===== src/rtl/ifr_pkg.sv =====
// ----------------------------------------------------------------------------
// ifr_pkg
// Shared types and constants for the information frame receiver: the
// configuration bundle, the command word that passes from the front end to
// the back end, receive phases, reply positions and reply control codes.
// ----------------------------------------------------------------------------
package ifr_pkg;

  localparam int unsigned BYTE_W         = 8;
  localparam int unsigned CFG_IDX_W      = 3;
  localparam int unsigned IFR_FIFO_DEPTH = 4;

  // Register indexes of the configuration port.
  typedef enum logic [CFG_IDX_W-1:0] {
    REG_FLAG_BYTE   = 3'd0,
    REG_ESCAPE_BYTE = 3'd1,
    REG_FLAG_SUBST  = 3'd2,
    REG_ESCAPE_SUBST = 3'd3,
    REG_CMD_ADDR    = 3'd4,
    REG_REPLY_ADDR  = 3'd5
  } cfg_reg_e;

  localparam logic [BYTE_W-1:0] RST_FLAG_BYTE    = 8'h7E;
  localparam logic [BYTE_W-1:0] RST_ESCAPE_BYTE  = 8'h7D;
  localparam logic [BYTE_W-1:0] RST_FLAG_SUBST   = 8'h5E;
  localparam logic [BYTE_W-1:0] RST_ESCAPE_SUBST = 8'h5D;
  localparam logic [BYTE_W-1:0] RST_CMD_ADDR     = 8'h03;
  localparam logic [BYTE_W-1:0] RST_REPLY_ADDR   = 8'h01;

  // Control byte of an information frame: only the sequence bit may be set.
  localparam logic [BYTE_W-1:0] CTRL_SEQ_BIT = 8'h40;

  // Reply control codes; bit 7 carries the sequence number wanted next.
  localparam logic [BYTE_W-1:0] CTRL_RR_SEQ0  = 8'h05;
  localparam logic [BYTE_W-1:0] CTRL_RR_SEQ1  = 8'h85;
  localparam logic [BYTE_W-1:0] CTRL_REJ_SEQ0 = 8'h01;
  localparam logic [BYTE_W-1:0] CTRL_REJ_SEQ1 = 8'h81;

  typedef struct packed {
    logic [BYTE_W-1:0] flag_byte;
    logic [BYTE_W-1:0] escape_byte;
    logic [BYTE_W-1:0] flag_subst;
    logic [BYTE_W-1:0] escape_subst;
    logic [BYTE_W-1:0] cmd_addr;
    logic [BYTE_W-1:0] reply_addr;
  } cfg_t;

  typedef enum logic [1:0] {
    VERDICT_NONE    = 2'd0,
    VERDICT_ACCEPT  = 2'd1,
    VERDICT_DISCARD = 2'd2,
    VERDICT_REJECT  = 2'd3
  } verdict_e;

  typedef enum logic {
    KIND_PAYLOAD = 1'b0,
    KIND_REPLY   = 1'b1
  } kind_e;

  // Receive phases of the front end, one-hot.
  typedef enum logic [4:0] {
    PH_WAIT = 5'b00001,
    PH_FLAG = 5'b00010,
    PH_ADDR = 5'b00100,
    PH_CTRL = 5'b01000,
    PH_DATA = 5'b10000
  } phase_e;

  // Byte positions inside a reply frame.
  localparam int unsigned REPLY_LEN = 5;
  localparam int unsigned POS_W     = $clog2(REPLY_LEN);

  typedef enum logic [POS_W-1:0] {
    POS_OPEN   = 3'd0,
    POS_ADDR   = 3'd1,
    POS_CTRL   = 3'd2,
    POS_PARITY = 3'd3,
    POS_CLOSE  = 3'd4
  } reply_pos_e;

  // One unit of work for the back end: a payload byte or a whole reply.
  // For a reply, data holds the reply control byte.
  typedef struct packed {
    kind_e             kind;
    logic [BYTE_W-1:0] data;
    verdict_e          verdict;
  } cmd_t;

endpackage


===== src/rtl/info_frame_receiver.sv =====
// ----------------------------------------------------------------------------
// info_frame_receiver
// Receive side of a stop-and-wait framed link: one line byte per item in,
// destuffed payload bytes and five-byte acknowledgement replies out.
// ----------------------------------------------------------------------------
// Throughput: one line byte per cycle; full rises only when the command queue
// fills, behind replies that drain at one byte per cycle or a stalled result side.
// Path: a payload byte enters the command queue when the next data byte of its
// frame is taken, a reply with the closing flag; the back end then registers each.
// Reset: asynchronous; clears the receive state, sequence bits and queue, and
// loads the configuration defaults.
module info_frame_receiver #(
  parameter int unsigned FifoDepth = ifr_pkg::IFR_FIFO_DEPTH
) (
  input  logic                          clk_i,
  input  logic                          rst_ni,
  input  logic                          push,
  output logic                          full,
  input  logic [ifr_pkg::BYTE_W-1:0]    rx_byte_i,
  output logic                          empty,
  input  logic                          pop,
  output logic                          out_kind_o,
  output logic [ifr_pkg::BYTE_W-1:0]    out_byte_o,
  output logic                          out_last_o,
  output logic [1:0]                    verdict_o,
  input  logic                          cfg_we_i,
  input  logic [ifr_pkg::CFG_IDX_W-1:0] cfg_idx_i,
  input  logic [ifr_pkg::BYTE_W-1:0]    cfg_wdata_i
);
  import ifr_pkg::*;

  cfg_t cfg_q;
  logic accept;
  logic cmd_valid;
  cmd_t cmd_wr;
  cmd_t cmd_rd;
  logic cmd_empty;
  logic cmd_pop;

  always_ff @(posedge clk_i or negedge rst_ni) begin
    if (!rst_ni) begin
      cfg_q.flag_byte    <= RST_FLAG_BYTE;
      cfg_q.escape_byte  <= RST_ESCAPE_BYTE;
      cfg_q.flag_subst   <= RST_FLAG_SUBST;
      cfg_q.escape_subst <= RST_ESCAPE_SUBST;
      cfg_q.cmd_addr     <= RST_CMD_ADDR;
      cfg_q.reply_addr   <= RST_REPLY_ADDR;
    end else if (cfg_we_i) begin
      unique case (cfg_idx_i)
        REG_FLAG_BYTE:    cfg_q.flag_byte    <= cfg_wdata_i;
        REG_ESCAPE_BYTE:  cfg_q.escape_byte  <= cfg_wdata_i;
        REG_FLAG_SUBST:   cfg_q.flag_subst   <= cfg_wdata_i;
        REG_ESCAPE_SUBST: cfg_q.escape_subst <= cfg_wdata_i;
        REG_CMD_ADDR:     cfg_q.cmd_addr     <= cfg_wdata_i;
        REG_REPLY_ADDR:   cfg_q.reply_addr   <= cfg_wdata_i;
        default: ;
      endcase
    end
  end

  assign accept = push && !full;

  ifr_front u_front (
    .clk_i       (clk_i),
    .rst_ni      (rst_ni),
    .cfg_i       (cfg_q),
    .accept_i    (accept),
    .rx_byte_i   (rx_byte_i),
    .cmd_valid_o (cmd_valid),
    .cmd_o       (cmd_wr)
  );

  ifr_fifo #(
    .Depth (FifoDepth)
  ) u_fifo (
    .clk_i     (clk_i),
    .rst_ni    (rst_ni),
    .wr_en_i   (cmd_valid),
    .wr_data_i (cmd_wr),
    .full_o    (full),
    .rd_en_i   (cmd_pop),
    .rd_data_o (cmd_rd),
    .empty_o   (cmd_empty)
  );

  ifr_back u_back (
    .clk_i       (clk_i),
    .rst_ni      (rst_ni),
    .cfg_i       (cfg_q),
    .cmd_empty_i (cmd_empty),
    .cmd_i       (cmd_rd),
    .cmd_pop_o   (cmd_pop),
    .empty_o     (empty),
    .pop_i       (pop),
    .out_kind_o  (out_kind_o),
    .out_byte_o  (out_byte_o),
    .out_last_o  (out_last_o),
    .verdict_o   (verdict_o)
  );

endmodule


===== src/rtl/ifr_fifo.sv =====
// ----------------------------------------------------------------------------
// ifr_fifo
// Small command queue between the front end and the back end, so that the
// line side keeps taking bytes while a reply drains.
// ----------------------------------------------------------------------------
module ifr_fifo #(
  parameter int unsigned Depth = ifr_pkg::IFR_FIFO_DEPTH
) (
  input  logic          clk_i,
  input  logic          rst_ni,
  input  logic          wr_en_i,
  input  ifr_pkg::cmd_t wr_data_i,
  output logic          full_o,
  input  logic          rd_en_i,
  output ifr_pkg::cmd_t rd_data_o,
  output logic          empty_o
);
  import ifr_pkg::*;

  localparam int unsigned PtrW = (Depth > 1) ? $clog2(Depth) : 1;
  localparam int unsigned CntW = $clog2(Depth + 1);
  localparam logic [PtrW-1:0] LastPtr = PtrW'(Depth - 1);
  localparam logic [CntW-1:0] FullCnt = CntW'(Depth);

  cmd_t            mem_q [Depth];
  logic [PtrW-1:0] wr_ptr_q, wr_ptr_d;
  logic [PtrW-1:0] rd_ptr_q, rd_ptr_d;
  logic [CntW-1:0] cnt_q, cnt_d;
  logic            do_wr, do_rd;

  assign full_o    = (cnt_q == FullCnt);
  assign empty_o   = (cnt_q == '0);
  assign do_wr     = wr_en_i && !full_o;
  assign do_rd     = rd_en_i && !empty_o;
  assign rd_data_o = mem_q[rd_ptr_q];

  always_comb begin
    wr_ptr_d = wr_ptr_q;
    rd_ptr_d = rd_ptr_q;
    cnt_d    = cnt_q;
    if (do_wr) begin
      wr_ptr_d = (wr_ptr_q == LastPtr) ? '0 : wr_ptr_q + PtrW'(1);
    end
    if (do_rd) begin
      rd_ptr_d = (rd_ptr_q == LastPtr) ? '0 : rd_ptr_q + PtrW'(1);
    end
    if (do_wr && !do_rd) begin
      cnt_d = cnt_q + CntW'(1);
    end else if (do_rd && !do_wr) begin
      cnt_d = cnt_q - CntW'(1);
    end
  end

  always_ff @(posedge clk_i or negedge rst_ni) begin
    if (!rst_ni) begin
      wr_ptr_q <= '0;
      rd_ptr_q <= '0;
      cnt_q    <= '0;
    end else begin
      wr_ptr_q <= wr_ptr_d;
      rd_ptr_q <= rd_ptr_d;
      cnt_q    <= cnt_d;
    end
  end

  always_ff @(posedge clk_i) begin
    if (do_wr) begin
      mem_q[wr_ptr_q] <= wr_data_i;
    end
  end

endmodule


===== src/rtl/ifr_front.sv =====
// ----------------------------------------------------------------------------
// ifr_front
// Line-side front end: frame hunt, header checks, destuffing, running check
// and frame judgement. Each accepted byte yields at most one command.
// ----------------------------------------------------------------------------
module ifr_front (
  input  logic                      clk_i,
  input  logic                      rst_ni,
  input  ifr_pkg::cfg_t             cfg_i,
  input  logic                      accept_i,
  input  logic [ifr_pkg::BYTE_W-1:0] rx_byte_i,
  output logic                      cmd_valid_o,
  output ifr_pkg::cmd_t             cmd_o
);
  import ifr_pkg::*;

  phase_e            phase_q, phase_d;
  logic              rseq_q, rseq_d;
  logic              exp_q, exp_d;
  logic [BYTE_W-1:0] check_q, check_d;
  logic [BYTE_W-1:0] held_q, held_d;
  logic              held_valid_q, held_valid_d;
  logic              esc_q, esc_d;
  logic              fault_q, fault_d;

  logic              good, same;
  logic              data_ok;
  logic [BYTE_W-1:0] data_val;
  logic [BYTE_W-1:0] hdr_parity;

  assign good = held_valid_q && !fault_q && !esc_q && (check_q == held_q);
  assign same = (rseq_q == exp_q);
  assign hdr_parity = cfg_i.cmd_addr ^ (rseq_q ? CTRL_SEQ_BIT : '0);

  always_comb begin
    phase_d      = phase_q;
    rseq_d       = rseq_q;
    exp_d        = exp_q;
    check_d      = check_q;
    held_d       = held_q;
    held_valid_d = held_valid_q;
    esc_d        = esc_q;
    fault_d      = fault_q;
    data_ok      = 1'b0;
    data_val     = rx_byte_i;
    cmd_valid_o  = 1'b0;
    cmd_o        = '{kind: KIND_PAYLOAD, data: held_q, verdict: VERDICT_NONE};

    if (accept_i) begin
      unique case (phase_q)
        PH_FLAG: begin
          if (rx_byte_i == cfg_i.cmd_addr) begin
            phase_d = PH_ADDR;
          end else if (rx_byte_i != cfg_i.flag_byte) begin
            phase_d = PH_WAIT;
          end
        end
        PH_ADDR: begin
          if ((rx_byte_i & ~CTRL_SEQ_BIT) == '0) begin
            rseq_d  = |(rx_byte_i & CTRL_SEQ_BIT);
            phase_d = PH_CTRL;
          end else begin
            phase_d = (rx_byte_i == cfg_i.flag_byte) ? PH_FLAG : PH_WAIT;
          end
        end
        PH_CTRL: begin
          if (rx_byte_i == hdr_parity) begin
            phase_d      = PH_DATA;
            check_d      = '0;
            held_valid_d = 1'b0;
            held_d       = '0;
            esc_d        = 1'b0;
            fault_d      = 1'b0;
          end else begin
            phase_d = (rx_byte_i == cfg_i.flag_byte) ? PH_FLAG : PH_WAIT;
          end
        end
        PH_DATA: begin
          if (rx_byte_i == cfg_i.flag_byte) begin
            // Closing flag: judge the frame and queue one reply.
            cmd_valid_o  = 1'b1;
            cmd_o.kind   = KIND_REPLY;
            if (good && same) begin
              exp_d         = ~exp_q;
              cmd_o.verdict = VERDICT_ACCEPT;
              cmd_o.data    = exp_d ? CTRL_RR_SEQ1 : CTRL_RR_SEQ0;
            end else if (same) begin
              cmd_o.verdict = VERDICT_REJECT;
              cmd_o.data    = exp_q ? CTRL_REJ_SEQ1 : CTRL_REJ_SEQ0;
            end else begin
              cmd_o.verdict = VERDICT_DISCARD;
              cmd_o.data    = exp_q ? CTRL_RR_SEQ1 : CTRL_RR_SEQ0;
            end
            phase_d      = PH_FLAG;
            held_valid_d = 1'b0;
            esc_d        = 1'b0;
            fault_d      = 1'b0;
            check_d      = '0;
          end else begin
            if (esc_q) begin
              esc_d = 1'b0;
              if (rx_byte_i == cfg_i.flag_subst) begin
                data_val = cfg_i.flag_byte;
                data_ok  = 1'b1;
              end else if (rx_byte_i == cfg_i.escape_subst) begin
                data_val = cfg_i.escape_byte;
                data_ok  = 1'b1;
              end else begin
                fault_d = 1'b1;
              end
            end else if (rx_byte_i == cfg_i.escape_byte) begin
              esc_d = 1'b1;
            end else begin
              data_ok = 1'b1;
            end
            // The newest byte is held back; it may turn out to be the check byte.
            if (data_ok) begin
              held_d       = data_val;
              held_valid_d = 1'b1;
              if (held_valid_q) begin
                check_d     = check_q ^ held_q;
                cmd_valid_o = 1'b1;
              end
            end
          end
        end
        default: begin
          phase_d = (rx_byte_i == cfg_i.flag_byte) ? PH_FLAG : PH_WAIT;
        end
      endcase
    end
  end

  always_ff @(posedge clk_i or negedge rst_ni) begin
    if (!rst_ni) begin
      phase_q      <= PH_WAIT;
      rseq_q       <= 1'b0;
      exp_q        <= 1'b0;
      check_q      <= '0;
      held_q       <= '0;
      held_valid_q <= 1'b0;
      esc_q        <= 1'b0;
      fault_q      <= 1'b0;
    end else begin
      phase_q      <= phase_d;
      rseq_q       <= rseq_d;
      exp_q        <= exp_d;
      check_q      <= check_d;
      held_q       <= held_d;
      held_valid_q <= held_valid_d;
      esc_q        <= esc_d;
      fault_q      <= fault_d;
    end
  end

endmodule


===== src/rtl/ifr_back.sv =====
// ----------------------------------------------------------------------------
// ifr_back
// Result-side back end: takes commands from the queue and presents results,
// one payload byte per command or the five bytes of a reply frame.
// ----------------------------------------------------------------------------
module ifr_back (
  input  logic                       clk_i,
  input  logic                       rst_ni,
  input  ifr_pkg::cfg_t              cfg_i,
  input  logic                       cmd_empty_i,
  input  ifr_pkg::cmd_t              cmd_i,
  output logic                       cmd_pop_o,
  output logic                       empty_o,
  input  logic                       pop_i,
  output logic                       out_kind_o,
  output logic [ifr_pkg::BYTE_W-1:0] out_byte_o,
  output logic                       out_last_o,
  output logic [1:0]                 verdict_o
);
  import ifr_pkg::*;

  cmd_t       cur_q, cur_d;
  logic       cur_valid_q, cur_valid_d;
  reply_pos_e pos_q, pos_d;
  logic       cur_last;
  logic       taken;

  assign cur_last  = (cur_q.kind == KIND_PAYLOAD) || (pos_q == POS_CLOSE);
  assign taken     = pop_i && cur_valid_q;
  assign cmd_pop_o = !cur_valid_q || (taken && cur_last);

  always_comb begin
    cur_d       = cur_q;
    cur_valid_d = cur_valid_q;
    pos_d       = pos_q;
    if (cmd_pop_o) begin
      cur_valid_d = !cmd_empty_i;
      cur_d       = cmd_i;
      pos_d       = POS_OPEN;
    end else if (taken) begin
      pos_d = reply_pos_e'(pos_q + POS_W'(1));
    end
  end

  always_ff @(posedge clk_i or negedge rst_ni) begin
    if (!rst_ni) begin
      cur_valid_q <= 1'b0;
      pos_q       <= POS_OPEN;
    end else begin
      cur_valid_q <= cur_valid_d;
      pos_q       <= pos_d;
    end
  end

  always_ff @(posedge clk_i) begin
    cur_q <= cur_d;
  end

  always_comb begin
    out_byte_o = cur_q.data;
    if (cur_q.kind == KIND_REPLY) begin
      unique case (pos_q)
        POS_OPEN:   out_byte_o = cfg_i.flag_byte;
        POS_ADDR:   out_byte_o = cfg_i.reply_addr;
        POS_CTRL:   out_byte_o = cur_q.data;
        POS_PARITY: out_byte_o = cfg_i.reply_addr ^ cur_q.data;
        POS_CLOSE:  out_byte_o = cfg_i.flag_byte;
        default:    out_byte_o = cur_q.data;
      endcase
    end
  end

  assign empty_o    = !cur_valid_q;
  assign out_kind_o = cur_q.kind;
  assign out_last_o = (cur_q.kind == KIND_REPLY) && (pos_q == POS_CLOSE);
  assign verdict_o  = cur_q.verdict;

endmodule


===== config.mk =====
export PLATFORM = sky130hd
export DESIGN_NAME = info_frame_receiver
export DESIGN_NICKNAME = d
export VERILOG_FILES = /design/src/rtl/ifr_pkg.sv /design/src/rtl/info_frame_receiver.sv /design/src/rtl/ifr_fifo.sv /design/src/rtl/ifr_front.sv /design/src/rtl/ifr_back.sv
export SDC_FILE = /design/constraint.sdc
export NUM_CORES = 1
export LEC_CHECK = 0
export BUFFER_PORTS_ARGS = -buffer_cell sky130_fd_sc_hd__buf_2
export CORE_ASPECT_RATIO = 1.2
export CORE_UTILIZATION = 40
export DETAILED_ROUTE_END_ITERATION = 10
export SYNTH_ARGS = -nofsm -noshare
export SYNTH_HDL_FRONTEND = slang
export SYNTH_SLANG_ARGS = --single-unit

===== constraint.sdc =====
create_clock -name clk_i -period 3.3 [get_ports clk_i]
set_input_delay 0.66 -clock clk_i [delete_from_list [all_inputs] [get_ports clk_i]]
set_output_delay 0.66 -clock clk_i [all_outputs]
set_load 0.05 [all_outputs]

### Word-level counts from Yosys, hierarchy flattened

Memories as Yosys holds them, arrays and structs flattened. A register that Yosys moved wholly into a read port is not among the register bits.
Index checks and enable logic that the tools add are counted.

* output and inout port bits: 14
* memory bits (writable): 44
* bits of input ports: 24
* memories kept: 1
* flip-flop bits (word level): 85
* word-level logic and storage cells: 169

* reduce and logical (&&, ||, !) cells: 43
* bitwise logic cells: 5
* add/subtract/negate cells: 5
* eq/ne operators: 34
* multiplexer cells: 62

Memory list
* u_fifo.mem_q: words 4, bits a word 11, rd ports 1, clocked after Yosys merged registers in 1, write ports 1, line ifr_fifo.sv:25 `cmd_t mem_q [Depth];`

Operator list (count)
* 2-to-1 mux 8 bit: 13
* equality test 8 bit: 7
* 2-to-1 mux 11 bit: 3
* case mux 8 bit (2 select lines): 2
* 2-to-1 mux 5 bit: 5
* 2-to-1 mux 1 bit: 24
* case mux 8 bit (3 select lines): 1
* XOR 8 bit: 3
* 2-to-1 mux 10 bit: 2
* case mux 5 bit (4 select lines): 1
* equality test 3 bit, second input constant: 4
* logical AND 1 bit: 12
* 2-to-1 mux 3 bit: 4
* inequality test 3 x 1 -> 1 bit, second input constant: 4
* AND reduction 2 bit: 6
* AND reduction 5 bit: 2
* equality test 3 x 2 -> 1 bit, second input constant: 3
* zero test 3 bit: 3
* AND reduction 3 bit: 3
* zero test 8 bit: 1
* inequality test 8 bit: 1
* AND reduction 4 bit: 2
* zero test 1 bit: 7
* 2-to-1 mux 7 bit: 1
* other kinds (20): 35

### Depth between registers and ports, before layout

Gate-level depths: netlist (run 1).

* word-level depth: 16
* mapped depth: 14
* mapped depth without buffers: 13

### By module

Synthesis (run 1) repeated with hierarchy kept, for this count alone.

* cell total of the unflattened synthesis: 539
* area total of the unflattened synthesis: 7181.9 µm²

Modules (own cells, without submodules)
* ifr_front: times used 1, cells each 243, sequential area each 651.9 µm², area an instance 2272.2 µm²
* ifr_fifo: times used 1, cells each 94, sequential area each 1496.4 µm², area an instance 2028.2 µm²
* info_frame_receiver: times used 1, cells each 106, sequential area each 1232.4 µm², area an instance 1898.1 µm²
* ifr_back: times used 1, cells each 96, sequential area each 430.4 µm², area an instance 983.4 µm²

### Worst setup path before layout (run 1)

No wires, ideal clock.

* kind: reg2reg
* start point: register u_fifo.cnt_q[0]
* end point: register u_fifo.cnt_q[1]
* period minus slack after synthesis: 3.603 ns
* setup slack: -0.303 ns
* stages on the path, launching flop included: 11
* arrival: 3.478 ns
* cell sequence: dfrtp_1 nor3b_1 or2b_2 nor2_8 nand2_2 clkinv_2 a21o_4 ha_1 inv_1 fa_1 mux2_2

RTL lines
* from (decl): line ifr_fifo.sv:28 `logic [CntW-1:0] cnt_q, cnt_d;`
* from (signal assigned): line ifr_fifo.sv:62 `cnt_q <= cnt_d;`
* equality test 3 bit (*): line ifr_fifo.sv:31 `assign full_o = (cnt_q == FullCnt);`
* net full: line info_frame_receiver.sv:18 `output logic full,`
* zero test 1 bit (*): line info_frame_receiver.sv:61, ifr_fifo.sv:33
* logical AND 1 bit: line info_frame_receiver.sv:61 `assign accept = push && !full;`
* 2-to-1 mux 1 bit: line ifr_front.sv:49 `if (accept_i) begin`
* logical AND 1 bit (*): line ifr_fifo.sv:33 `assign do_wr = wr_en_i && !full_o;`
* net u_fifo.do_wr: line ifr_fifo.sv:29 `logic do_wr, do_rd;`
* logical AND 1 bit (*): line ifr_fifo.sv:47 `if (do_wr && !do_rd) begin`
* 2-to-1 mux 3 bit (*): line ifr_fifo.sv:47
* net u_fifo.cnt_d[1]: line ifr_fifo.sv:28

Mark *: on every way through the listed nets, which the timed path passes. The rest lies on a longest branch. The select of a mux whose other input is x is not followed.
A chain may end at the register's enable or synchronous reset.

### Worst setup path after layout (run 1)

* start point: register u_front.phase_q[1]
* end point: register u_fifo.cnt_q[2]

* longest elaborated chain between the ends: 7

RTL lines
* from (decl): line ifr_front.sv:17 `phase_e phase_q, phase_d;`
* from (signal assigned): line ifr_front.sv:145 `phase_q <= phase_d;`
* equality test 5 bit (*): line ifr_front.sv:50 `unique case (phase_q)`
* 2-to-1 mux 1 bit (*): line ifr_front.sv:50
* 2-to-1 mux 1 bit (*): line ifr_front.sv:49
* logical AND 1 bit (*): line ifr_fifo.sv:33
* net u_fifo.do_wr: line ifr_fifo.sv:29
* zero test 1 bit: line ifr_fifo.sv:49 `end else if (do_rd && !do_wr) begin`
* logical AND 1 bit: line ifr_fifo.sv:49
* nonzero test 2 bit (no source line)

Mark *: on every way through the listed nets, which the timed path passes. The rest lies on a longest branch.

==> summary.txt, run 1 <==
Floorplan
  – I/O pin cnt: 38
  – Die Y: 147 um
  – Core box area: 17000 um2
  – Die Area: 18100 um2
  – Chip Width: 123 um
  – # rows: 52
  – Initial Util: 41.3%

Cells and area
  – Layout cell share with drive strength beyond 1: 30.2%
  – P&R area growth vs syn: 14.3%
  – Final net count: 638
  – Ant. Diodes: 0
  – Post-Route Utilization: 47.2%

Timing
  – Final setup violation count: 0
  – Worst-margin pin slew: 1.09 ns
  – Final Hold Viols: 0
  – F_max: 0.333 GHz
  – Max-slew violation count: 0
  – Crit path time final: 3.00 ns
  – Period Utilization, post-route: 90.9%
  – Worst-case clock skew: 0.00800 ns
  – Slew margin rel.: 27.3%
  – RSZ-0062 raised after global routing: no

Detailed routing
  – DRC errors left: 0
  – Antenna Violating Nets Remaining: 0
  – Final wirelength: 15600 um
  – Pre-antenna DRT Iters: 4
  – Routed len/inst: 18.7 um
  – Vias: 4414
  – Vias per cell: 5.31
  – DRT iter0 DRCs: 308

CTS
  – Cts bufs inserted: 17
  – Clk buf depth: 2
  – Cts hold-fix bufs: 0
  – Worst-Skew Late Latency: 0.42 ns
  – H-tree depth: 4
  – Clk root buf: clkbuf_16
  – Post-CTS repair timing setup buffer count: 0
  – TritonCTS clock tree: built
  – Clock sink count: 140
  – PostCTS Resize Cnt: 0
  – Reg clk slew, reported paths: 0.06 ns

Pwr
  – LEAKAGE: 3.24 nW
  – Worst vdd ir: 0.352 mV
  – Clk network pwr share: 32.8%
  – PwrDens: 691 nW/um2
  – Power, Total: 5.56 mW
  – Switch share: 32.4%
  – Psw: 1.80 mW
  – Combinational power share: 23.0%
  – Internal: 3.76 mW
  – Sequential fraction of design power: 44.3%

Run status
  – Status: complete, no violations

Run
  – Max Cap Violations: 0

Worst hold path
  – Worst hold path type: input pin to asynchronous set/reset pin

Synthesis
  – Largest family of logic cells by synthesized area: multiplexers
  – Synth Instances: 557
  – XOR/XNOR Fraction of Synth Area: 6.58%
  – Post-Synth Adder-Cell Area: 2.06%
  – Simple-gate share of the synthesized area: 11.7%
  – FFs w/ async S/R, synth: 60.7%
  – Syn_nets: 592
  – List of most frequent post-synthesis cells: dfrtp_1, edfxtp_1, mux2_2
  – Compound-Gate Fraction of Synth Area: 8.46%
  – Share of Yosys cell area claimed by the top area cell type: 23.5%
  – Sequential area share after synthesis: 54.1%
  – Post-synthesis mux area share: 13.6%
  – Dominant cell type by area after synthesis: edfxtp_1
  – Synthesized area: 7040 um2
  – Mean post-synth cell area: 12.6 um2
  – Number of synthesized register bits: 140
  – Top cells by area, synth: edfxtp_1, dfrtp_1, dfstp_2, mux2_2, xnor2_1
  – Most common cell in the synthesized netlist: dfrtp_1
  – Top_reg_cell synth: dfrtp_1
  – Ys Warns: 0
  – Post-synth cell types: 64
  – Number of synthesized flops with an enable pin: 55

GRT
  – Met3 Use GR: 4.11%
  – Initial antenna violation count: 0
  – Global route total overflow: 0
  – Total GRT Usage: 18.8%
  – First-pass GRT wire length: 25400 um
  – Largest net degree at the start of global routing: 83
  – Vias in the first global route: 4736
  – Global routing's busiest layer: met2
  – Met2 Use GR: 31.3%
  – Grt met1 use: 24.5%

Placement
  – Post-DP HPWL: 11200 um
  – GPL Wtd Cong: 0.842
  – Number of port buffers: 37

Setup path
  – Critical Path Fanout Max: 7
  – WS Path Type: flip-flop to flip-flop
  – Required time of the critical path: 3.64 ns
  – RR Startpoint: u_front.phase_q[1]
  – Flop2flop setup slack: 0.30 ns
  – Worst setup SP type: flip-flop
  – Reg-to-Reg End: u_fifo.cnt_q[2]
  – Critical path capture point type: flip-flop
  – CP arrival: 3.34 ns
  – Worst Reg-to-Reg Cells: 12
## sequential cells by signal, summed over array words and instances (netlist names), 2 cells and up
signal            cells
u_back.verdict_o      2
u_fifo.cnt_q          3
u_fifo.mem_q         44
cfg_q                48
u_front.check_q       8
u_fifo.wr_ptr_q       2
u_front.held_q        8
u_back.pos_q          3
u_fifo.rd_ptr_q       2
u_back.cur_q          8
u_front.phase_q       5
## per-stage QoR
stage / hold slack (ns) / TNS, ns / cells / worst slack, ns / area, um2
6_report: 0.407 / 0 / 832 / 0.300 / 8040
2_1_floorplan: 0.364 / 0 / 557 / 0.260 / 7040
4_1_cts: 0.476 / 0 / 832 / 0.285 / 8040
5_1_grt: 0.509 / 0 / 832 / 0.136 / 8040
3_3_place_gp: 0.471 / 0 / 800 / 0.0196 / 7480
3_5_place_dp: 0.480 / -0.0243 / 800 / -0.0243 / 7480
## how the worst max path moves through the flow
stage,startpoint,end,depth (start not counted)
3_5_place_dp,rx_byte_i[3],u_fifo.cnt_q[2],12
3_3_place_gp,rx_byte_i[3],u_fifo.cnt_q[2],12
5_1_grt,u_front.phase_q[1],u_fifo.cnt_q[2],12
6_report,u_front.phase_q[1],u_fifo.cnt_q[2],12
4_1_cts,u_front.phase_q[1],u_fifo.cnt_q[2],12
2_1_floorplan,u_fifo.cnt_q[0],u_fifo.cnt_q[1],10
## power groups by stage
stage	combinational (mW)	sequential, mW	clock (mW)
2_1_floorplan	1.04	2.36	0
5_1_grt	1.40	2.51	1.92
3_5_place_dp	1.28	2.50	0
4_1_cts	1.29	2.47	1.85
6_report	1.28	2.46	1.82
3_3_place_gp	1.24	2.49	0
## layer usage
layer,up-vias,routed length [um]
met1,2223,7110
met5,-,0
li1,2098,-
met4,0,193
met2,75,7760
met3,18,514
## cells by family (layout without fill, tap and decap cells)
group	after synthesis	in the layout
and+or+nand+nor	151	151
DFF	140	140
AOI/OAI and AO/OA	77	77
xor gates and xnor gates	52	52
muxes	76	76
adders and majority gates	11	11
buffers and inverters	50	109
## critical path, stage by stage (launching register included)
cell	delay, ns
dfrtp_1	0.39
or3_1	0.39
or3_1	0.50
nor2_8	0.21
nand2_2	0.12
clkinv_2	0.08
a21o_4	0.12
ha_1	0.18
inv_1	0.07
fa_1	0.43
xor2_1	0.16
nor2_1	0.11
xor2_1	0.15
## cell usage in the layout, fill, tap and decap left out, types with 21 or more instances in the layout
| cell | n |
|---|---|
| mux2_2 | 45 |
| nand2_1 | 36 |
| xnor2_1 | 31 |
| dfrtp_1 | 59 |
| buf_2 | 36 |
| dfstp_2 | 26 |
| o2bb2ai_1 | 21 |
| inv_1 | 21 |
| edfxtp_1 | 55 |
| nor2_1 | 29 |
## cell type report
cell class	count	area, um2
fill	1524	9000
sequential	140	3810
multi-input combinational	367	2990
clock buffer	17	425
timing repair buffer	55	323
tap	216	270
clock inverter	15	135
inverter	22	83.8
Note: power is estimated with default switching activity, not from simulation.
==> run 2, diff against run 1 <==
--- a/config.mk
+++ b/config.mk
@@ -7,8 +7,10 @@
 export LEC_CHECK = 0
 export BUFFER_PORTS_ARGS = -buffer_cell sky130_fd_sc_hd__buf_2
 export CORE_ASPECT_RATIO = 1.2
+export CORE_MARGIN = 1.5
 export CORE_UTILIZATION = 40
 export DETAILED_ROUTE_END_ITERATION = 10
+export PLACE_DENSITY = 0.54
 export SYNTH_ARGS = -nofsm -noshare
 export SYNTH_HDL_FRONTEND = slang
 export SYNTH_SLANG_ARGS = --single-unit
==> run 2 against run 1 <==
Hold slack better by 0.035 ns. Combinational power hardly changed. Die area is 1.5% higher. Maximum frequency is 1.2% lower. Flip-flop and latch count stayed put. Utilization is 0.40 points higher. Global-route usage is 0.095 points lower. Critical path depth is 6 lower. Final area is 0.86% higher. Final cell count is 0.12% higher. Via count is 1.0% higher. Register-to-register slack better by 0.02 ns. Critical endpoint is now out_byte_o[5]. Largest cell class unchanged.
==> summary.txt, run 2 (synthesis results as in run 1) <==
Detailed routing
  – Pre-antenna DRT Iters: 5 (+1)
  – Routed len/inst: 19.2 um (+2.5%)
  – DRC errors left: 0 (unchanged)
  – DRT iter0 DRCs: 377 (+22%)
  – Vias: 4460 (+1.0%)
  – Vias per cell: 5.35 (+0.92%)
  – Final wirelength: 16000 um (+2.6%)
  – Antenna Violating Nets Remaining: 0 (unchanged)

Pwr
  – Internal: 3.98 mW (+6.1%)
  – LEAKAGE: 3.27 nW (+0.89%)
  – Clk network pwr share: 35.0% (+2.2 points)
  – Worst vdd ir: 0.379 mV (+7.7%)
  – Switch share: 30.9% (-1.5 points)
  – Combinational power share: 22.2% (-0.8 points)
  – PwrDens: 711 nW/um2 (+2.9%)
  – Sequential fraction of design power: 42.8% (-1.5 points)
  – Psw: 1.79 mW (-0.91%)

GRT
  – Largest net degree at the start of global routing: 83 (unchanged)
  – Global route total overflow: 0 (unchanged)
  – Grt met1 use: 25.0% (+0.49 points)
  – Met3 Use GR: 4.10% (-0.012 points)
  – Global routing's busiest layer: met2
  – First-pass GRT wire length: 25500 um (+0.46%)
  – Vias in the first global route: 4612 (-2.6%)
  – Met2 Use GR: 30.6% (-0.66 points)
  – Total GRT Usage: 18.7% (-0.095 points)
  – Initial antenna violation count: 0 (unchanged)

CTS
  – Clk root buf: clkbuf_16
  – TritonCTS clock tree: built
  – Post-CTS repair timing setup buffer count: 0 (unchanged)
  – PostCTS Resize Cnt: 0 (unchanged)
  – Clk buf depth: 2 (unchanged)
  – H-tree depth: 4 (unchanged)
  – Cts bufs inserted: 17 (unchanged)
  – Clock sink count: 140 (unchanged)
  – Worst-Skew Late Latency: 0.42 ns (about the same)
  – Reg clk slew, reported paths: 0.06 ns (about the same)
  – Cts hold-fix bufs: 0 (unchanged)

Timing
  – Worst-margin pin slew: 1.10 ns (+0.00589 ns)
  – RSZ-0062 raised after global routing: no
  – Final setup violation count: 0 (unchanged)
  – Period Utilization, post-route: 92.0% (+1.1 points)
  – Crit path time final: 3.04 ns (+0.0377 ns)
  – Max-slew violation count: 0 (unchanged)
  – Worst-case clock skew: 0.00810 ns (+0.0000999 ns)
  – Final TNS setup: 0 ns (unchanged)
  – Slew margin rel.: 26.9% (-0.39 points)
  – F_max: 0.329 GHz (-1.2%)
  – Final Hold Viols: 0 (unchanged)
  – Final setup margin: 0.263 ns (-0.0377 ns)

Setup path
  – Worst setup SP type: flip-flop
  – Required time of the critical path: 2.64 ns (-1.00 ns)
  – CP arrival: 2.38 ns (-0.96 ns)
  – WS Path Type: flip-flop to output pin
  – Critical Path Fanout Max: 8 (+1)
  – RR Startpoint: u_front.phase_q[1]
  – Critical path capture point type: output pin
  – Worst Reg-to-Reg Cells: 12 (unchanged)
  – Origin of the worst setup path: u_back.pos_q[1]

Cells and area
  – Ant. Diodes: 0 (unchanged)
  – Final net count: 639 (+0.16%)
  – # fillers: 1552 (+1.8%)
  – Top Registers: cfg_q x48, u_fifo.mem_q x44
  – Largest register FFs: 48 (unchanged)
  – Most common cell after layout, fill and taps aside: dfrtp_1
  – Post-route cell area: 8110 um2 (+0.86%)
  – Multi-input gate area in the final layout: 2990 um2 (unchanged)
  – P&R area growth vs syn: 15.2%
  – Reg with most FFs: cfg_q
  – Most frequent cells in the layout: dfrtp_1, edfxtp_1, mux2_2, nand2_1, buf_2
  – Layout cell share with drive strength beyond 1: 30.0% (-0.21 points)
  – Register area: 3810 um2 (unchanged)

Placement
  – Number of port buffers: 37 (unchanged)
  – Post-DP HPWL: 11400 um (+2.0%)
  – GPL Wtd Cong: 0.848 (+0.80%)
  – Worst slack, placed: 0.0173 ns (+0.0417 ns)
  – Placement Cell Area: 7490 um2 (+0.10%)

Worst hold path
  – Worst hold path type: input pin to asynchronous set/reset pin

Floorplan
  – I/O pin cnt: 38 (unchanged)
  – Die Area: 18400 um2 (+1.5%)
  – Core box area: 17000 um2 (unchanged)
  – Die Y: 148 um (+0.68%)
  – # rows: 52 (unchanged)
  – Chip Width: 124 um (+0.81%)
  – Initial Util: 41.3% (unchanged)

Run status
  – Status: complete, no violations

Run
  – Max Cap Violations: 0 (unchanged)
-- run 2: cell types whose count changed in the layout (fill, tap and decap cells not counted), sizes merged --
| cell | before | now |
|---|---|---|
| inv | 28 | 24 |
| clkbuf | 17 | 19 |
| clkinv | 6 | 5 |
| bufinv | 1 | 4 |
| buf | 55 | 56 |
-- run 2: layout make-up --
class	count	share of cell area (%)
flip-flops and latches	140	47.0
clock buffers	19	5.34
repair buffers	56	4.07
inverters	22	1.03
clock inverters	13	2.33
multi-input cells	367	36.9
well taps	216	3.33
-- run 2: critical path, cell delays in order, from the launching register on --
cell,delay [ns]
dfrtp_1,0.41
inv_1,0.11
ha_1,0.14
nor2b_1,0.52
a221oi_1,0.15
o21ai_0,0.30
buf_2,0.32
-- run 2: metal layers --
layer  routed length [um]  up-vias
li1                     -     2096
met1                 7430     2263
met2                 7850       88
met3                  503       13
met4                  187        0
met5                    0        -
-- run 2: power groups by stage --
stage	registers, mW	clock network [mW]	logic [mW]
after floorplan	2.36	0	1.04
after global placement	2.50	0	1.26
after detailed placement	2.50	0	1.29
after CTS	2.48	2.07	1.30
after global routing	2.52	2.14	1.40
final	2.47	2.02	1.28
-- run 2: final timing paths --
| path | to | slack (ns) |
|---|---|---|
| max in group asynchronous | cfg_q[28] | 2.09 |
| setup reg to reg | u_fifo.cnt_q[2] | 0.32 |
| setup / recovery | out_byte_o[5] | 0.26 |
| min in group clk_i | u_front.fault_q | 0.49 |
| hold reg to reg | u_front.fault_q | 0.49 |
| hold / removal | cfg_q[13] | 0.44 |
-- run 2: through the flow --
stage                     hold WS [ns]  power [mW]  utilization [%]  cells
after floorplan                  0.364        3.40                -    557
after global placement           0.472        3.76             43.9    801
after detailed placement         0.475        3.79             43.9    801
after CTS                        0.483        5.84             47.6    833
after global routing             0.527        6.06             47.6    833
final                            0.443        5.77             47.6    833
==> run 3, diff against run 2 <==
--- a/config.mk
+++ b/config.mk
@@ -5,6 +5,7 @@
 export SDC_FILE = /design/constraint.sdc
 export NUM_CORES = 1
 export LEC_CHECK = 0
+export ABC_AREA = 1
 export BUFFER_PORTS_ARGS = -buffer_cell sky130_fd_sc_hd__buf_2
 export CORE_ASPECT_RATIO = 1.2
 export CORE_MARGIN = 1.5
==> run 3 against run 2 <==
Final area grew 3.8%. First-iteration DRC count shrank 3.2%. Clock skew shrank 0.0024 ns. Maximum frequency grew 3.6%. Wire length grew 16%. Sequential share of layout area shrank 1.7 points.
==> summary.txt, run 3 <==
Pwr
  – Worst vdd ir: 0.421 mV (+11%)
  – PwrDens: 706 nW/um2 (-0.77%)
  – LEAKAGE: 3.96 nW (+21%)

Setup path
  – Worst path slowest cell: dfrtp_1
  – Required time of the critical path: 2.64 ns (about the same)
  – Worst setup SP type: flip-flop
  – Top delay family on crit path: buffers and inverters
  – Critical Path Fanout Max: 16 (+8)
  – CP arrival: 2.27 ns (-0.11 ns)
  – Critical path capture point type: output pin
  – Crit-path max cell delay: 0.40 ns (-0.12 ns)
  – WP buf/inv: 2 (unchanged)
  – Flop2flop setup slack: 0.57 ns (+0.25 ns)
  – Cell breakdown of the critical path: ha_1 > ha_1 > inv_1 > o21ai_0 > nand2_1 > o21ai_0 > a22o_1 > buf_2
  – WS Path Type: flip-flop to output pin

Synthesis
  – Dominant cell type by area after synthesis: edfxtp_1
  – Sequential area share after synthesis: 51.5% (-2.7 points)
  – Mean post-synth cell area: 8.79 um2 (-30%)
  – Number of synthesized flops with an enable pin: 55 (unchanged)
  – Post-synth cell types: 45 (-30%)
  – Top_reg_cell synth: dfrtp_1
  – List of most frequent post-synthesis cells: nand2_1, o21ai_0, inv_1
  – Share of Yosys cell area claimed by the top area cell type: 22.3% (-1.2 points)
  – Ys Warns: 0 (unchanged)
  – Number of synthesized register bits: 140 (unchanged)
  – Syn_nets: 877 (+48%)
  – Synth Instances: 842 (+51%)
  – Most common cell in the synthesized netlist: nand2_1
  – FFs w/ async S/R, synth: 60.7% (unchanged)
  – Top cells by area, synth: edfxtp_1, dfrtp_1, nand2_1, dfstp_2, o21ai_0
  – Synthesized area: 7400 um2 (+5.2%)

Placement
  – Number of port buffers: 37 (unchanged)
  – Inst Count DP: 1093 (+36%)
  – Post-DP HPWL: 13300 um (+17%)
  – Worst slack, placed: 0.211 ns (+0.194 ns)
  – Placement Cell Area: 7830 um2 (+4.6%)
  – GPL Wtd Cong: 0.914 (+7.8%)

Cells and area
  – Largest register FFs: 48 (unchanged)
  – Non-filler cells, final: 1125 (+35%)
  – Register area: 3810 um2 (unchanged)
  – P&R area growth vs syn: 13.7%
  – Top Registers: cfg_q x48, u_fifo.mem_q x44
  – Most frequent cells in the layout: nand2_1, o21ai_0, inv_1, nand3_1, dfrtp_1
  – Layout cell share with drive strength beyond 1: 19.0% (-11 points)
  – Multi-input gate area in the final layout: 3100 um2 (+3.6%)
  – Most common cell after layout, fill and taps aside: nand2_1
  – Final net count: 923 (+44%)
  – Reg with most FFs: cfg_q
  – # fillers: 1729 (+11%)
  – Post-route cell area: 8420 um2 (+3.8%)
  – Ant. Diodes: 0 (unchanged)

CTS
  – Reg clk slew, reported paths: 0.06 ns (about the same)
  – PostCTS Resize Cnt: 0 (unchanged)
  – Clk root buf: clkbuf_16
  – Worst-Skew Late Latency: 0.43 ns (about the same)
  – TritonCTS clock tree: built
  – Clk buf depth: 2 (unchanged)
  – Cts hold-fix bufs: 0 (unchanged)
  – Clock sink count: 140 (unchanged)
  – Cts bufs inserted: 17 (unchanged)
  – H-tree depth: 4 (unchanged)
  – Post-CTS repair timing setup buffer count: 0 (unchanged)

Detailed routing
  – Antenna Violating Nets Remaining: 0 (unchanged)
  – DRC errors left: 0 (unchanged)
  – Pre-antenna DRT Iters: 5 (unchanged)
  – Vias per cell: 4.99 (-6.8%)
  – Routed len/inst: 16.4 um (-14%)
  – DRT iter0 DRCs: 365 (-3.2%)
  – Final wirelength: 18500 um (+16%)
  – Vias: 5614 (+26%)

GRT
  – First-pass GRT wire length: 30300 um (+19%)
  – Global routing's busiest layer: met2
  – Total GRT Usage: 20.5% (+1.7 points)
  – Global route total overflow: 0 (unchanged)
  – Met2 Use GR: 34.9% (+4.2 points)
  – Grt met1 use: 25.7% (+0.77 points)
  – Met3 Use GR: 3.45% (-0.65 points)
  – Vias in the first global route: 5561 (+21%)
  – Initial antenna violation count: 0 (unchanged)
  – Largest net degree at the start of global routing: 48 (-42%)

Floorplan
  – Chip Width: 127 um (+2.5%)
  – # rows: 54 (+3.8%)
  – Die Area: 19300 um2 (+5.1%)
  – Initial Util: 40.7% (-0.56 points)
  – I/O pin cnt: 38 (unchanged)
  – Core box area: 18200 um2 (+6.6%)
  – Die Y: 152 um (+2.5%)

Run status
  – Status: complete, no violations

Timing
  – Worst hold margin: 0.239 ns (-0.204 ns)
  – Crit path time final: 2.93 ns (-0.105 ns)
  – Max-slew violation count: 0 (unchanged)
  – RSZ-0062 raised after global routing: no
  – Worst-case clock skew: 0.00566 ns (-0.00244 ns)
  – Final Hold Viols: 0 (unchanged)
  – Period Utilization, post-route: 88.9% (-3.2 points)
  – Final setup margin: 0.368 ns (+0.105 ns)
  – Slew margin rel.: 52.6% (+26 points)
  – Final TNS setup: 0 ns (unchanged)
  – Worst-margin pin slew: 0.707 ns (-0.390 ns)
  – Final setup violation count: 0 (unchanged)
  – F_max: 0.341 GHz (+3.6%)

Worst hold path
  – Worst hold path type: input pin to asynchronous set/reset pin

Run
  – Max Cap Violations: 0 (unchanged)
## run 3: cell types whose count changed in the layout (fill, tap and decap cells not counted), sizes merged, moves of 11 or more
cell / delta
nand2: +214
mux4: -11
inv: +73
nor2: +40
mux2: -48
mux2i: -15
nand3: +61
nor2b: -15
xnor2: -13
o2bb2ai: -21
o21ai: +90
xor2: -14
## run 3: layer usage
layer	vias to the layer above	wire length, um
met5	-	0
met4	0	481
met1	2639	8270
met2	101	9140
met3	29	564
li1	2845	-
## run 3: final cells by class
class,instances,area share (%)
multi-input combinational,586,36.8
sequential,140,45.3
timing repair buffer,52,3.57
clock inverter,15,1.87
clock buffer,17,5.05
inverter,91,4.06
tap,224,3.33
## run 3: cell families (layout without fill, tap and decap cells)
family / count (synthesis) / in the layout / share of synthesized area [%]
AND/OR/NAND/NOR: 412 / 412 / 26.2
adder cells (fa/ha/maj): 11 / 11 / 1.96
AO/OA/AOI/OAI: 136 / 136 / 10.2
XOR/XNOR: 25 / 25 / 3.26
flip-flops: 140 / 140 / 51.5
buffers and inverters: 116 / 175 / 6.64
multiplexers: 2 / 2 / 0.287
## run 3: stage by stage
stage          power, mW  utilization [%]
6_report            5.94             46.3
5_1_grt             6.27             46.3
4_1_cts             6.00             46.3
3_5_place_dp        4.08             43.1
3_3_place_gp        4.07             43.1
2_1_floorplan       3.57                -
## run 3: worst paths after layout
kind / from / endpoint / cells after the start
max: u_back.pos_q[0] / out_byte_o[1] / 8
min: rst_ni / u_front.phase_q[2] / 1
max reg2reg: cfg_q[20] / u_fifo.cnt_q[2] / 13
min reg2reg: u_front.fault_q / u_front.fault_q / 1
max in group asynchronous: rst_ni / cfg_q[28] / 2
min in group clk_i: u_front.fault_q / u_front.fault_q / 1
## run 3: where the power goes
| group | leakage [nW] | total (mW) | switching (mW) | internal, mW |
|---|---|---|---|---|
| Combinational | 2.12 | 1.73 | 1.20 | 0.524 |
| Sequential | 1.56 | 2.31 | 0.195 | 2.12 |
| Clock | 0.284 | 1.90 | 0.833 | 1.07 |
